$ cat config.mk
export PLATFORM = sky130hd
export DESIGN_NAME = lcg_keystream_byte_scrambler_unit
export DESIGN_NICKNAME = d
export VERILOG_FILES = /design/src/sv/lcgksb_pkg.sv /design/src/sv/lcgksb_gen.sv /design/src/sv/lcg_keystream_byte_scrambler_unit.sv
export SDC_FILE = /design/constraint.sdc
export NUM_CORES = 1
export LEC_CHECK = 0
export BUFFER_PORTS_ARGS = -buffer_cell sky130_fd_sc_hd__buf_2
export CAP_MARGIN = 5
export CORE_AREA = 2 2 160 162
export CTS_CLUSTER_SIZE = 24
export DETAILED_ROUTE_END_ITERATION = 16
export DIE_AREA = 0 0 162 164
export PLACE_DENSITY = 0.56
export SLEW_MARGIN = 15
export SYNTH_ARGS = -nofsm -noshare
export SYNTH_HDL_FRONTEND = slang
export SYNTH_SLANG_ARGS = --single-unit
$ cat constraint.sdc
create_clock -name aclk -period 17.95 [get_ports aclk]
set_input_delay 1.795 -clock aclk [delete_from_list [all_inputs] [get_ports aclk]]
set_output_delay 1.795 -clock aclk [all_outputs]
set_load 0.02 [all_outputs]
$ cat src/sv/lcgksb_pkg.sv
`timescale 1ns / 1ps
// ----------------------------------------------------------------------------
// lcgksb_pkg: shared types and constants of the LCG keystream byte scrambler
// Generator constants, seed and register index codes, data widths.
// ----------------------------------------------------------------------------
package lcgksb_pkg;

    // Byte and configuration widths
    localparam int BYTE_W   = 8;
    localparam int CFG_W    = 16;
    localparam int CFG_IDX_W = 2;

    // Only bits 24..0 of the 48-bit generator reach the keystream byte, and
    // under a multiply-add mod 2^48 the low bits never depend on higher ones.
    // Keep just those bits of the state.
    localparam int KEEP_W  = 25;
    localparam int KEY_LSB = 17;

    typedef logic [BYTE_W-1:0]    byte_t;
    typedef logic [CFG_W-1:0]     cfg_data_t;
    typedef logic [CFG_IDX_W-1:0] cfg_index_t;
    typedef logic [KEEP_W-1:0]    gen_state_t;

    // Seed bits 24..16 come from the mid seed register
    localparam int MID_KEEP_W = KEEP_W - CFG_W;
    typedef logic [MID_KEEP_W-1:0] seed_mid_t;

    localparam logic [35:0] LCG_MULT     = 36'h5DEECE66D;
    localparam gen_state_t  LCG_MULT_LOW = LCG_MULT[KEEP_W-1:0];
    localparam gen_state_t  LCG_ADD      = gen_state_t'(4'hB);

    // Configuration register indexes
    localparam cfg_index_t REG_SEED_LOW  = 2'd0;
    localparam cfg_index_t REG_SEED_MID  = 2'd1;
    localparam cfg_index_t REG_SEED_HIGH = 2'd2;

endpackage

$ cat src/sv/lcgksb_gen.sv
`timescale 1ns / 1ps
// ----------------------------------------------------------------------------
// lcgksb_gen: keystream generator
// Holds the low generator bits and the line start flag; steps once per byte.
// ----------------------------------------------------------------------------
module lcgksb_gen (
    input  logic                   aclk,
    input  logic                   aresetn,
    input  logic                   step,
    input  logic                   line_end,
    input  lcgksb_pkg::gen_state_t seed,
    output lcgksb_pkg::byte_t      key
);
    import lcgksb_pkg::*;

    gen_state_t             state_reg;
    gen_state_t             state_next;
    gen_state_t             base;
    gen_state_t             prod;
    logic                   line_start_reg;

    // reload from the seed at the start of every line
    assign base       = line_start_reg ? seed : state_reg;
    assign prod       = base * LCG_MULT_LOW;
    assign state_next = prod + LCG_ADD;
    assign key        = state_next[KEY_LSB +: BYTE_W];

    always_ff @(posedge aclk) begin
        if (!aresetn) begin
            line_start_reg <= 1'b1;
        end else if (step) begin
            line_start_reg <= line_end;
        end
    end

    always_ff @(posedge aclk) begin
        if (step) begin
            state_reg <= state_next;
        end
    end

`ifndef SYNTHESIS
    a_line_end_restarts: assert property (@(posedge aclk) disable iff (!aresetn)
        step && line_end |=> line_start_reg)
        else $error("line end did not arm a reseed");

    a_mid_line_continues: assert property (@(posedge aclk) disable iff (!aresetn)
        step && !line_end |=> !line_start_reg)
        else $error("reseed armed in mid-line");

    a_idle_holds_line: assert property (@(posedge aclk) disable iff (!aresetn)
        !step |=> $stable(line_start_reg))
        else $error("line start flag moved without a byte");
`endif

endmodule

$ cat src/sv/lcg_keystream_byte_scrambler_unit.sv
`timescale 1ns / 1ps
// ----------------------------------------------------------------------------
// lcg_keystream_byte_scrambler_unit: additive LCG keystream byte scrambler
// Adds the nrand48-style keystream byte to each plain byte, reseeding per line.
// ----------------------------------------------------------------------------
//  channel  | direction | handshake              | payload
//  ---------+-----------+------------------------+-----------------------------
//  s_       | in        | s_valid / s_ready      | s_plain_byte, s_line_end
//  m_       | out       | m_valid / m_ready      | m_coded_byte, m_coded_line_end
//  cfg_     | in        | cfg_valid / cfg_ready  | cfg_index, cfg_data
//
//  One byte per cycle while m_ready is high: the generator step (one 25x25
//  truncated multiply-add) and the byte add sit between the generator and
//  output registers. Result appears in the cycle after the input transaction.
//  Reset: seeds clear to zero, output empty, the first byte loads the seed.
//  Stalls: s_ready drops only while a result is held and m_ready is low.
//  cfg_ready is always high; writes to index 3 are dropped.
// ----------------------------------------------------------------------------
module lcg_keystream_byte_scrambler_unit (
    input  logic                   aclk,
    input  logic                   aresetn,
    // input channel
    input  logic                   s_valid,
    output logic                   s_ready,
    input  lcgksb_pkg::byte_t      s_plain_byte,
    input  logic                   s_line_end,
    // result channel
    output logic                   m_valid,
    input  logic                   m_ready,
    output lcgksb_pkg::byte_t      m_coded_byte,
    output logic                   m_coded_line_end,
    // configuration write channel
    input  logic                   cfg_valid,
    output logic                   cfg_ready,
    input  lcgksb_pkg::cfg_index_t cfg_index,
    input  lcgksb_pkg::cfg_data_t  cfg_data
);
    import lcgksb_pkg::*;

    // Seed storage. Only the bits that reach the kept generator bits are held:
    // all of seed_low and bits 8..0 of seed_mid. seed_high only feeds generator
    // bits above bit 31, which never reach the keystream byte, so its writes
    // are accepted and dropped.
    cfg_data_t  seed_low_reg;
    seed_mid_t  seed_mid_reg;
    gen_state_t seed;

    logic       s_fire;
    logic       m_fire;
    logic       cfg_fire;
    byte_t      key;

    logic       m_valid_reg;
    byte_t      coded_byte_reg;
    logic       coded_line_end_reg;

    assign cfg_ready = 1'b1;
    assign cfg_fire  = cfg_valid && cfg_ready;

    // Accept a new byte whenever the output register is empty or being drained
    assign s_ready = !m_valid_reg || m_ready;
    assign s_fire  = s_valid && s_ready;
    assign m_fire  = m_valid_reg && m_ready;

    assign seed = {seed_mid_reg, seed_low_reg};

    always_ff @(posedge aclk) begin
        if (!aresetn) begin
            seed_low_reg <= '0;
            seed_mid_reg <= '0;
        end else if (cfg_fire) begin
            case (cfg_index)
                REG_SEED_LOW: begin
                    seed_low_reg <= cfg_data;
                end
                REG_SEED_MID: begin
                    seed_mid_reg <= cfg_data[MID_KEEP_W-1:0];
                end
                REG_SEED_HIGH: begin
                    // drop: no kept generator bit depends on it
                end
                default: begin
                    // drop: no register at this index
                end
            endcase
        end
    end

    // Generator: advance once per input transaction
    lcgksb_gen u_gen (
        .aclk     (aclk),
        .aresetn  (aresetn),
        .step     (s_fire),
        .line_end (s_line_end),
        .seed     (seed),
        .key      (key)
    );

    // Output register: hold until the result transaction completes
    always_ff @(posedge aclk) begin
        if (!aresetn) begin
            m_valid_reg <= 1'b0;
        end else if (s_fire) begin
            m_valid_reg <= 1'b1;
        end else if (m_fire) begin
            m_valid_reg <= 1'b0;
        end
    end

    always_ff @(posedge aclk) begin
        if (s_fire) begin
            coded_byte_reg     <= s_plain_byte + key;
            coded_line_end_reg <= s_line_end;
        end
    end

    assign m_valid          = m_valid_reg;
    assign m_coded_byte     = coded_byte_reg;
    assign m_coded_line_end = coded_line_end_reg;

`ifndef SYNTHESIS
    a_accept_fills: assert property (@(posedge aclk) disable iff (!aresetn)
        s_fire |=> m_valid_reg)
        else $error("accepted byte produced no result");

    a_no_overwrite: assert property (@(posedge aclk) disable iff (!aresetn)
        m_valid_reg && !m_ready |-> !s_ready)
        else $error("input accepted over a held result");

    a_drain_empties: assert property (@(posedge aclk) disable iff (!aresetn)
        m_fire && !s_fire |=> !m_valid_reg)
        else $error("result repeated after its transaction");
`endif

endmodule
# == Word level (Yosys, flattened, before mapping) ==
# Cells that the tools add are included.
# totals
regBits,61
latch_bits,0
elab_cells,22
mem_bits_ro,0
n_memories,0
ramBits,0
# classes
mul,1
n_addsub,2
shift,0
order_cmp,0
muxes,3
div,0
n_eq_ne,1
n_reduce_logical,8
n_bitwise,0
# ops
cell,n
$add A25 B4 Y25 const B,1
$mul A25 B24 Y25 const B,1
$mux W25,1
$add A8 B8 Y8,1
$reduce_and A2 Y1,2
$eq A2 B1 Y1 const B,1
$logic_and A1 B1 Y1,2
$logic_not A2 Y1,1
$mux W1,2
$reduce_bool A2 Y1,1
$logic_not A1 Y1,1
$logic_or A1 B1 Y1,1

# == Depth between registers and ports, before layout ==
# Gate-level depths: netlist of run 1.
# logic_depth
ltp_word,4
ltp_mapped,33
ltp_nobuf,31

# == Modules after synthesis ==
# Synthesis of run 1 repeated with hierarchy kept, for this count alone.
# hier_totals
hier_cells,857
area_unflattened_um2,8668.3
# modules_own_cells
mod,area_per_inst_um2,seq_area_each_um2,cells_per_inst,instances
lcgksb_gen,7066.8,770.7,699,1
lcg_keystream_byte_scrambler_unit,1601.5,790.8,158,1

# == Worst setup path before layout of run 1 ==
# No wires, ideal clock.
# synth_timing
path_kind,reg2reg
from,register u_gen.line_start_reg
to,"register coded_byte_reg[7] (netlist: m_coded_byte[7]), data pin"
synth_period_minus_slack_ps,7808
path_stages_with_launch,29
arrival_ps,7548
slack_ps,10142
required_ps,17691
path_cell_list,dfxtp_1 > buf_6 > clkbuf_1 > mux2_2 > ha_1 > inv_1 > fa_1 > fa_1 > inv_1 > fa_1 > inv_1 > fa_1 > inv_1 > fa_1 > inv_1 > fa_1 > inv_1 > ha_1 > a21o_1 > a21o_1 > a211oi_1 > a21oi_1 > or4b_2 > nand3_1 > ha_1 > o21a_1 > o41a_1 > xnor2_1 > xnor2_1
# synth_between
elab_chain_cells,4
# synth_rtl
item,line_no,source
from (decl),lcgksb_gen.sv:20,logic line_start_reg;
from (signal assigned),lcgksb_gen.sv:32,line_start_reg <= line_end;
$mux W25,lcgksb_gen.sv:23,assign base = line_start_reg ? seed : state_reg;
$mul A25 B24 Y25,lcgksb_gen.sv:24,assign prod = base * LCG_MULT_LOW;
$add A25 B4 Y25,lcgksb_gen.sv:25,assign state_next = prod + LCG_ADD;
via key[4],lcg_keystream_byte_scrambler_unit.sv:51,byte_t key;
$add A8 B8 Y8,lcg_keystream_byte_scrambler_unit.sv:112,coded_byte_reg <= s_plain_byte + key;
to (signal assigned),lcg_keystream_byte_scrambler_unit.sv:112,
to (decl),lcg_keystream_byte_scrambler_unit.sv:54,byte_t coded_byte_reg;
# The timed path passes the listed nets, and every way through them passes these cells.
# A chain may end at the register's enable or synchronous reset.

# == Final worst setup path of run 1 ==
# Ends and elaborated chain as after synthesis.

==> summary.txt, run 1 <==
Floorplan
  – Num rows: 58
  – Total core area: 24800 sq um
  – Chip height: 164 um
  – Initial Utilization: 34.8%
  – Die Wd: 162 um
  – Ports: 44
  – Full die area: 26600 sq um

Finish
  – Largest register FFs: 25
  – Fillers: 2510
  – Most frequent cells in the layout: inv_1, ha_1, fa_1
  – Core Util, Final: 38.4%
  – Area delta synth->final: 10.5%
  – Fraction of layout cells with a size suffix above 1: 9.35%
  – Diodes inserted: 0
  – Most common cell after layout, fill and taps aside: inv_1
  – Nets: 1176

Global routing
  – Largest net degree at the start of global routing: 37
  – Initial antenna violation count: 0
  – Vias in the first global route: 6058
  – Gr ovfl total: 0
  – Gr usage total: 16.2%
  – First-pass GRT wire length: 32700 um

STA
  – Fmax achieved: 0.119 GHz
  – RSZ-0062 raised after global routing: no
  – Setup TNS Final: 0 ns
  – Tcrit/Tclk final: 46.9%
  – Clock Skew: 0.00716 ns
  – Worst setup margin: 9.52 ns
  – Final Max Slew Viols: 0
  – Tmin final: 8.43 ns
  – Relative slew margins: 32.2%
  – Hold Slack: 0.461 ns
  – Final hold viol count: 0
  – Worst Tran Pin Value: 1.01 ns
  – Final setup viols: 0

Critical path
  – Crit path max-delay cell type: or4b_2
  – Crit path from: u_gen.line_start_reg
  – Crit start category: flip-flop
  – WS Path Type: reg2reg
  – Worst setup path endpoint: m_coded_byte[7]
  – Reg-to-reg setup timing slack: 9.52 ns
  – Worst path max stage delay: 0.62 ns
  – CP endpoint kind: flip-flop
  – Crit-path max FO: 20
  – Worst reg2reg endpoint: m_coded_byte[7]
  – Critical path depth: 27
  – Crit path arrival time: 8.49 ns
  – Worst EP required: 18.02 ns
  – Buffers & Inverters on Critical Path: 6
  – Delay-heaviest family, CP: adder cells
  – Reg2reg start: u_gen.line_start_reg
  – Worst R2R Path Depth: 27

Logic synthesis
  – Post-synth ARST share: 0%
  – Sequential-to-total area share from yosys stat: 18.1%
  – Synthesized area: 8630 sq um
  – Post-synth EDFFs: 34
  – Mapped Nets: 1133
  – Yosys cell types: 45
  – Leading area contributor after synthesis: fa_1
  – FF+latch count, synth: 61
  – Synth top area share: 27.2%
  – Synth warnings: 0
  – Top cells by area, synth: fa_1, ha_1, edfxtp_1, inv_1, dfxtp_1
  – Synth Instances: 840
  – Avg Cell Area, Syn: 10.3 sq um
  – Main synth FF type: edfxtp_1

Route
  – Vias per inst: 4.55
  – DR iter-0 viols: 199
  – Vias: 5544
  – DRC Markers: 0
  – DRT Pass-1 Iters: 4
  – Post-route ant nets: 0
  – WL/cell: 16.7 um
  – Post-Route WL: 20300 um

CTS
  – PostCTS Resize Cnt: 0
  – Root Buffer: clkbuf_16
  – CTS Buf Count: 9
  – Clock network latency to the later pin of the worst-skew pair: 0.32 ns
  – CTS H-Tree Depth: 3
  – Clock-pin slew on the worst setup and hold paths: 0.06 ns
  – Cts hold-fix bufs: 0
  – Post-CTS Setup Bufs: 0
  – CTS tree: built
  – Clk buf depth: 2
  – Clock Sinks: 61

Place
  – Detailed Place HPWL: 17700 um
  – IO buf count: 42
  – Pre-CTS setup slack: 9.55 ns
  – GPL Wtd Cong: 0.858

Worst hold path
  – Worst hold path type: reg2reg

Run status
  – Outcome: finished clean

Run
  – Max-cap violation count: 0
==> worst reg2reg max path, cell delays in order (launching register included) <==
cell      delay, ns
dfxtp_1        0.50
buf_4          0.38
mux2i_1        0.57
inv_1          0.39
ha_1           0.57
xor2_1         0.20
ha_1           0.26
ha_1           0.19
fa_1           0.48
inv_1          0.05
fa_1           0.54
inv_1          0.05
fa_1           0.48
inv_1          0.05
fa_1           0.47
inv_1          0.04
ha_1           0.34
a21o_1         0.21
a21o_1         0.17
a211oi_1       0.31
a21oi_1        0.17
or4b_2         0.62
nand3_1        0.14
ha_1           0.28
o21a_1         0.13
o41a_1         0.32
xnor2_1        0.14
xnor2_1        0.12
==> cell usage after synthesis, types with 2 or more instances <==
| cell type | count |
|---|---|
| xnor3_1 | 2 |
| a211oi_1 | 4 |
| o21ai_0 | 13 |
| dfxtp_1 | 27 |
| a211o_1 | 2 |
| ha_1 | 144 |
| o21bai_1 | 6 |
| nand3_1 | 4 |
| a21boi_0 | 18 |
| a21o_1 | 13 |
| a31oi_1 | 4 |
| o211a_1 | 2 |
| nor3_1 | 2 |
| mux2_2 | 16 |
| edfxtp_1 | 34 |
| nor2_1 | 7 |
| and3_1 | 3 |
| clkbuf_1 | 9 |
| o211ai_1 | 3 |
| fa_1 | 117 |
| nand2_1 | 46 |
| a21oi_1 | 17 |
| o21a_1 | 4 |
| inv_1 | 232 |
| xnor2_1 | 40 |
| mux2_4 | 3 |
| xor2_1 | 19 |
| nor2b_1 | 14 |
| mux2i_1 | 17 |
| nand2b_1 | 3 |
==> per-stage QoR <==
stage | area (sq um) | std cells
6_report | 9530 | 1218
5_1_grt | 9530 | 1218
4_1_cts | 9530 | 1218
3_5_place_dp | 9210 | 1202
3_3_place_gp | 9210 | 1202
2_1_floorplan | 8630 | 840
==> worst min-delay path by stage <==
stage	from	endpoint	slack, ns	cells past startpoint
floorplan	seed_low_reg[10]	seed_low_reg[10]	0.44	2
global placement	seed_low_reg[9]	seed_low_reg[9]	0.46	2
detailed placement	seed_low_reg[9]	seed_low_reg[9]	0.46	2
CTS	seed_low_reg[9]	seed_low_reg[9]	0.47	2
global route	seed_low_reg[9]	seed_low_reg[9]	0.50	2
finish	seed_low_reg[9]	seed_low_reg[9]	0.46	2
==> cell type report <==
class | count | area (sq um) | share of cell area, %
Timing Repair Buffer | 43 | 218 | 2.28
Tap cell | 330 | 413 | 4.33
Clock inverter | 5 | 65.1 | 0.683
Multi-Input combinational cell | 536 | 6150 | 64.5
Inverter | 232 | 871 | 9.14
Clock buffer | 11 | 254 | 2.67
Sequential cell | 61 | 1560 | 16.4
==> kinds of logic (layout without fill, tap and decap cells) <==
family                     Yosys count  in the layout  synth area share, %
AOI/OAI and AO/OA                   88             88                 6.87
buffers and inverters              243            291                 10.7
adders and majority gates          261            261                 48.0
DFF                                 61             61                 18.1
and+or+nand+nor                     88             88                 4.96
muxes                               36             36                 4.58
other                                1              1               0.0435
xor gates and xnor gates            62             62                 6.70
==> metal layers <==
layer | GRT usage (%) | wire length (um)
met1 | 22.2 | 9470
met3 | 1.92 | 715
met2 | 27.4 | 9690
met5 | 0 | 0
met4 | 3.98 | 442
Power of run 1 is not shown: default switching activity piles up to over one toggle a cycle in this logic, so the estimate is an artifact.
==> run 2: changes to the inputs <==
Settings changed: ABC_AREA set to 1, CORE_AREA 2 2 160 162 to 2 2 162 164, DIE_AREA 0 0 162 164 to 0 0 164 166.
Clock period 17.95 ns to 8.14 ns, I/O delays scaled along.
==> run 2 against run 1 <==
Effect of this change:
- utilization decreased by 0.35 points
- via count increased by 14%
- wire length increased by 9.8%
- count of clock-buffer cells in the layout decreased by 1
- design area increased by 2.3%
- clock skew about the same
- area after synthesis increased by 2.2%
- critical path type unchanged
- critical path depth increased by 5
- highest routed layer unchanged
==> summary.txt, run 2 <==
Logic synthesis
  – Post-synth EDFFs: 34
  – Synthesized area: 8820 sq um
  – FF+latch count, synth: 61
  – Avg Cell Area, Syn: 8.62 sq um
  – Mapped Nets: 1316
  – Leading area contributor after synthesis: fa_1
  – Sequential-to-total area share from yosys stat: 17.7%
  – Top cells by area, synth: fa_1, ha_1, inv_1, edfxtp_1, nand2_1
  – Yosys cell types: 35
  – Main synth FF type: edfxtp_1
  – Post-synth ARST share: 0%
  – Synth top area share: 26.6%
  – Synth cell count leaders: inv_1, nand2_1, ha_1
  – Synth Instances: 1023
  – Top-count cell post-synth: inv_1
  – Synth warnings: 0

Worst hold path
  – Worst hold path type: reg2reg
  – Hold path cells: 2
  – Worst min-delay path endpoint: seed_mid_reg[8]
  – Min-delay src: seed_mid_reg[8]

Critical path
  – Worst path max stage delay: 0.54 ns
  – Worst EP required: 8.24 ns
  – Crit start category: flip-flop
  – Crit-path max FO: 30
  – Reg2reg start: u_gen.line_start_reg
  – CP endpoint kind: flip-flop
  – WS Path Type: reg2reg
  – Worst R2R Path Depth: 32
  – Reg-to-reg setup timing slack: 0.56 ns
  – Worst reg2reg endpoint: m_coded_byte[7]
  – Crit path max-delay cell type: fa_1
  – Crit path arrival time: 7.68 ns
  – CP dominant cell by count: inv_1

Run
  – Max-cap violation count: 0

Place
  – IO buf count: 42
  – Placed cell area: 9410 sq um
  – Detailed Place HPWL: 19300 um
  – Pre-CTS setup slack: 0.541 ns
  – GPL Wtd Cong: 0.931

Route
  – DRT Pass-1 Iters: 5
  – Post-Route WL: 22300 um
  – Post-route ant nets: 0
  – WL/cell: 15.8 um
  – Vias per inst: 4.49
  – DRC Markers: 0
  – DR iter-0 viols: 274
  – Vias: 6322

CTS
  – PostCTS Resize Cnt: 0
  – Clock-pin slew on the worst setup and hold paths: 0.06 ns
  – Root Buffer: clkbuf_16
  – CTS H-Tree Depth: 3
  – Clock Sinks: 61
  – Cts hold-fix bufs: 0
  – CTS Buf Count: 9
  – CTS tree: built
  – Clk buf depth: 2
  – Clock network latency to the later pin of the worst-skew pair: 0.34 ns
  – Post-CTS Setup Bufs: 0

Floorplan
  – Initial Utilization: 34.4%
  – Die Wd: 164 um
  – Num rows: 59
  – Ports: 44
  – Total core area: 25600 sq um
  – Full die area: 27200 sq um
  – Chip height: 166 um

Finish
  – Core Util, Final: 38.1%
  – Nets: 1361
  – Area delta synth->final: 10.5%
  – Final Cell Area: 9750 sq um
  – Fraction of layout cells with a size suffix above 1: 7.55%
  – Most frequent cells in the layout: inv_1, nand2_1, ha_1
  – Diodes inserted: 0
  – Largest register FFs: 25
  – Most common cell after layout, fill and taps aside: inv_1

STA
  – Final Max Slew Viols: 0
  – Tcrit/Tclk final: 93.2%
  – Final hold viol count: 0
  – Relative slew margins: 39.5%
  – Clock Skew: 0.00697 ns
  – Setup TNS Final: 0 ns
  – Worst Tran Pin Value: 0.898 ns
  – Fmax achieved: 0.132 GHz
  – Worst setup margin: 0.556 ns
  – Final setup viols: 0
  – Tmin final: 7.58 ns
  – RSZ-0062 raised after global routing: no

Global routing
  – Initial antenna violation count: 0
  – Gr usage total: 17.7%
  – Gr ovfl total: 0
  – First-pass GRT wire length: 36900 um
  – Largest net degree at the start of global routing: 37
  – Vias in the first global route: 6755

Run status
  – Outcome: finished clean
==> run 2: cell types whose count changed after synthesis, moves of 17 or more <==
cell and change:
nand2_1 +123, xnor2_1 -25, inv_1 +49, o21ai_0 +28, nor2_1 +55, mux2i_1 -17
==> run 2: stage by stage <==
stage                     cells  hold slack (ns)
after floorplan            1023            0.431
after global placement     1392            0.463
after detailed placement   1392            0.473
after CTS                  1408            0.482
after global routing       1408            0.512
final                      1408            0.472
==> run 2: cell families after synthesis <==
| kind of cell | count (synthesis) | share of synthesized area, % |
|---|---|---|
| buffers and inverters | 295 | 12.9 |
| adders and majority gates | 261 | 47.0 |
| other | 1 | 0.0425 |
| and+or+nand+nor | 270 | 12.4 |
| AOI/OAI and AO/OA | 95 | 6.03 |
| DFF | 61 | 17.7 |
| xor gates and xnor gates | 40 | 3.97 |
==> run 2: worst max-delay path by stage <==
stage / slack (ns) / start / end / depth (start not counted)
6_report: 0.56 / u_gen.line_start_reg / m_coded_byte[7] / 32
5_1_grt: 0.1 / u_gen.line_start_reg / m_coded_byte[6] / 33
4_1_cts: 0.47 / u_gen.line_start_reg / m_coded_byte[6] / 33
3_5_place_dp: 0.54 / u_gen.line_start_reg / m_coded_byte[6] / 33
3_3_place_gp: 0.68 / u_gen.line_start_reg / m_coded_byte[7] / 31
2_1_floorplan: 1.24 / u_gen.line_start_reg / m_coded_byte[7] / 31
==> run 2: worst max-delay path, delay by kind of cell (launching register included) <==
family | cells | cell delay, ns
buffers and inverters | 8 | 0.81
AO/OA/AOI/OAI | 6 | 1.11
adder cells (fa/ha/maj) | 9 | 3.65
AND/OR/NAND/NOR | 6 | 0.72
flip-flops | 1 | 0.47
XOR/XNOR | 3 | 0.61
==> run 2: area by class of cell <==
| type | instances | area, sq um |
|---|---|---|
| flip-flops and latches | 61 | 1560 |
| fillers | 2550 | 15900 |
| well taps | 335 | 419 |
| repair buffers | 46 | 240 |
| clock inverters | 6 | 91.3 |
| clock buffers | 10 | 250 |
| inverters | 283 | 1060 |
| multi-input cells | 667 | 6120 |
==> run 2: metal layers <==
metal / share of wire (%) / GRT usage (%) / wire [um]
met5: 0 / 0 / 0
met4: 1.2 / 3.32 / 261
met3: 3.7 / 2.52 / 822
met2: 45 / 28.5 / 10100
met1: 50 / 25.5 / 11100
Power of run 2 is left out for the same reason.
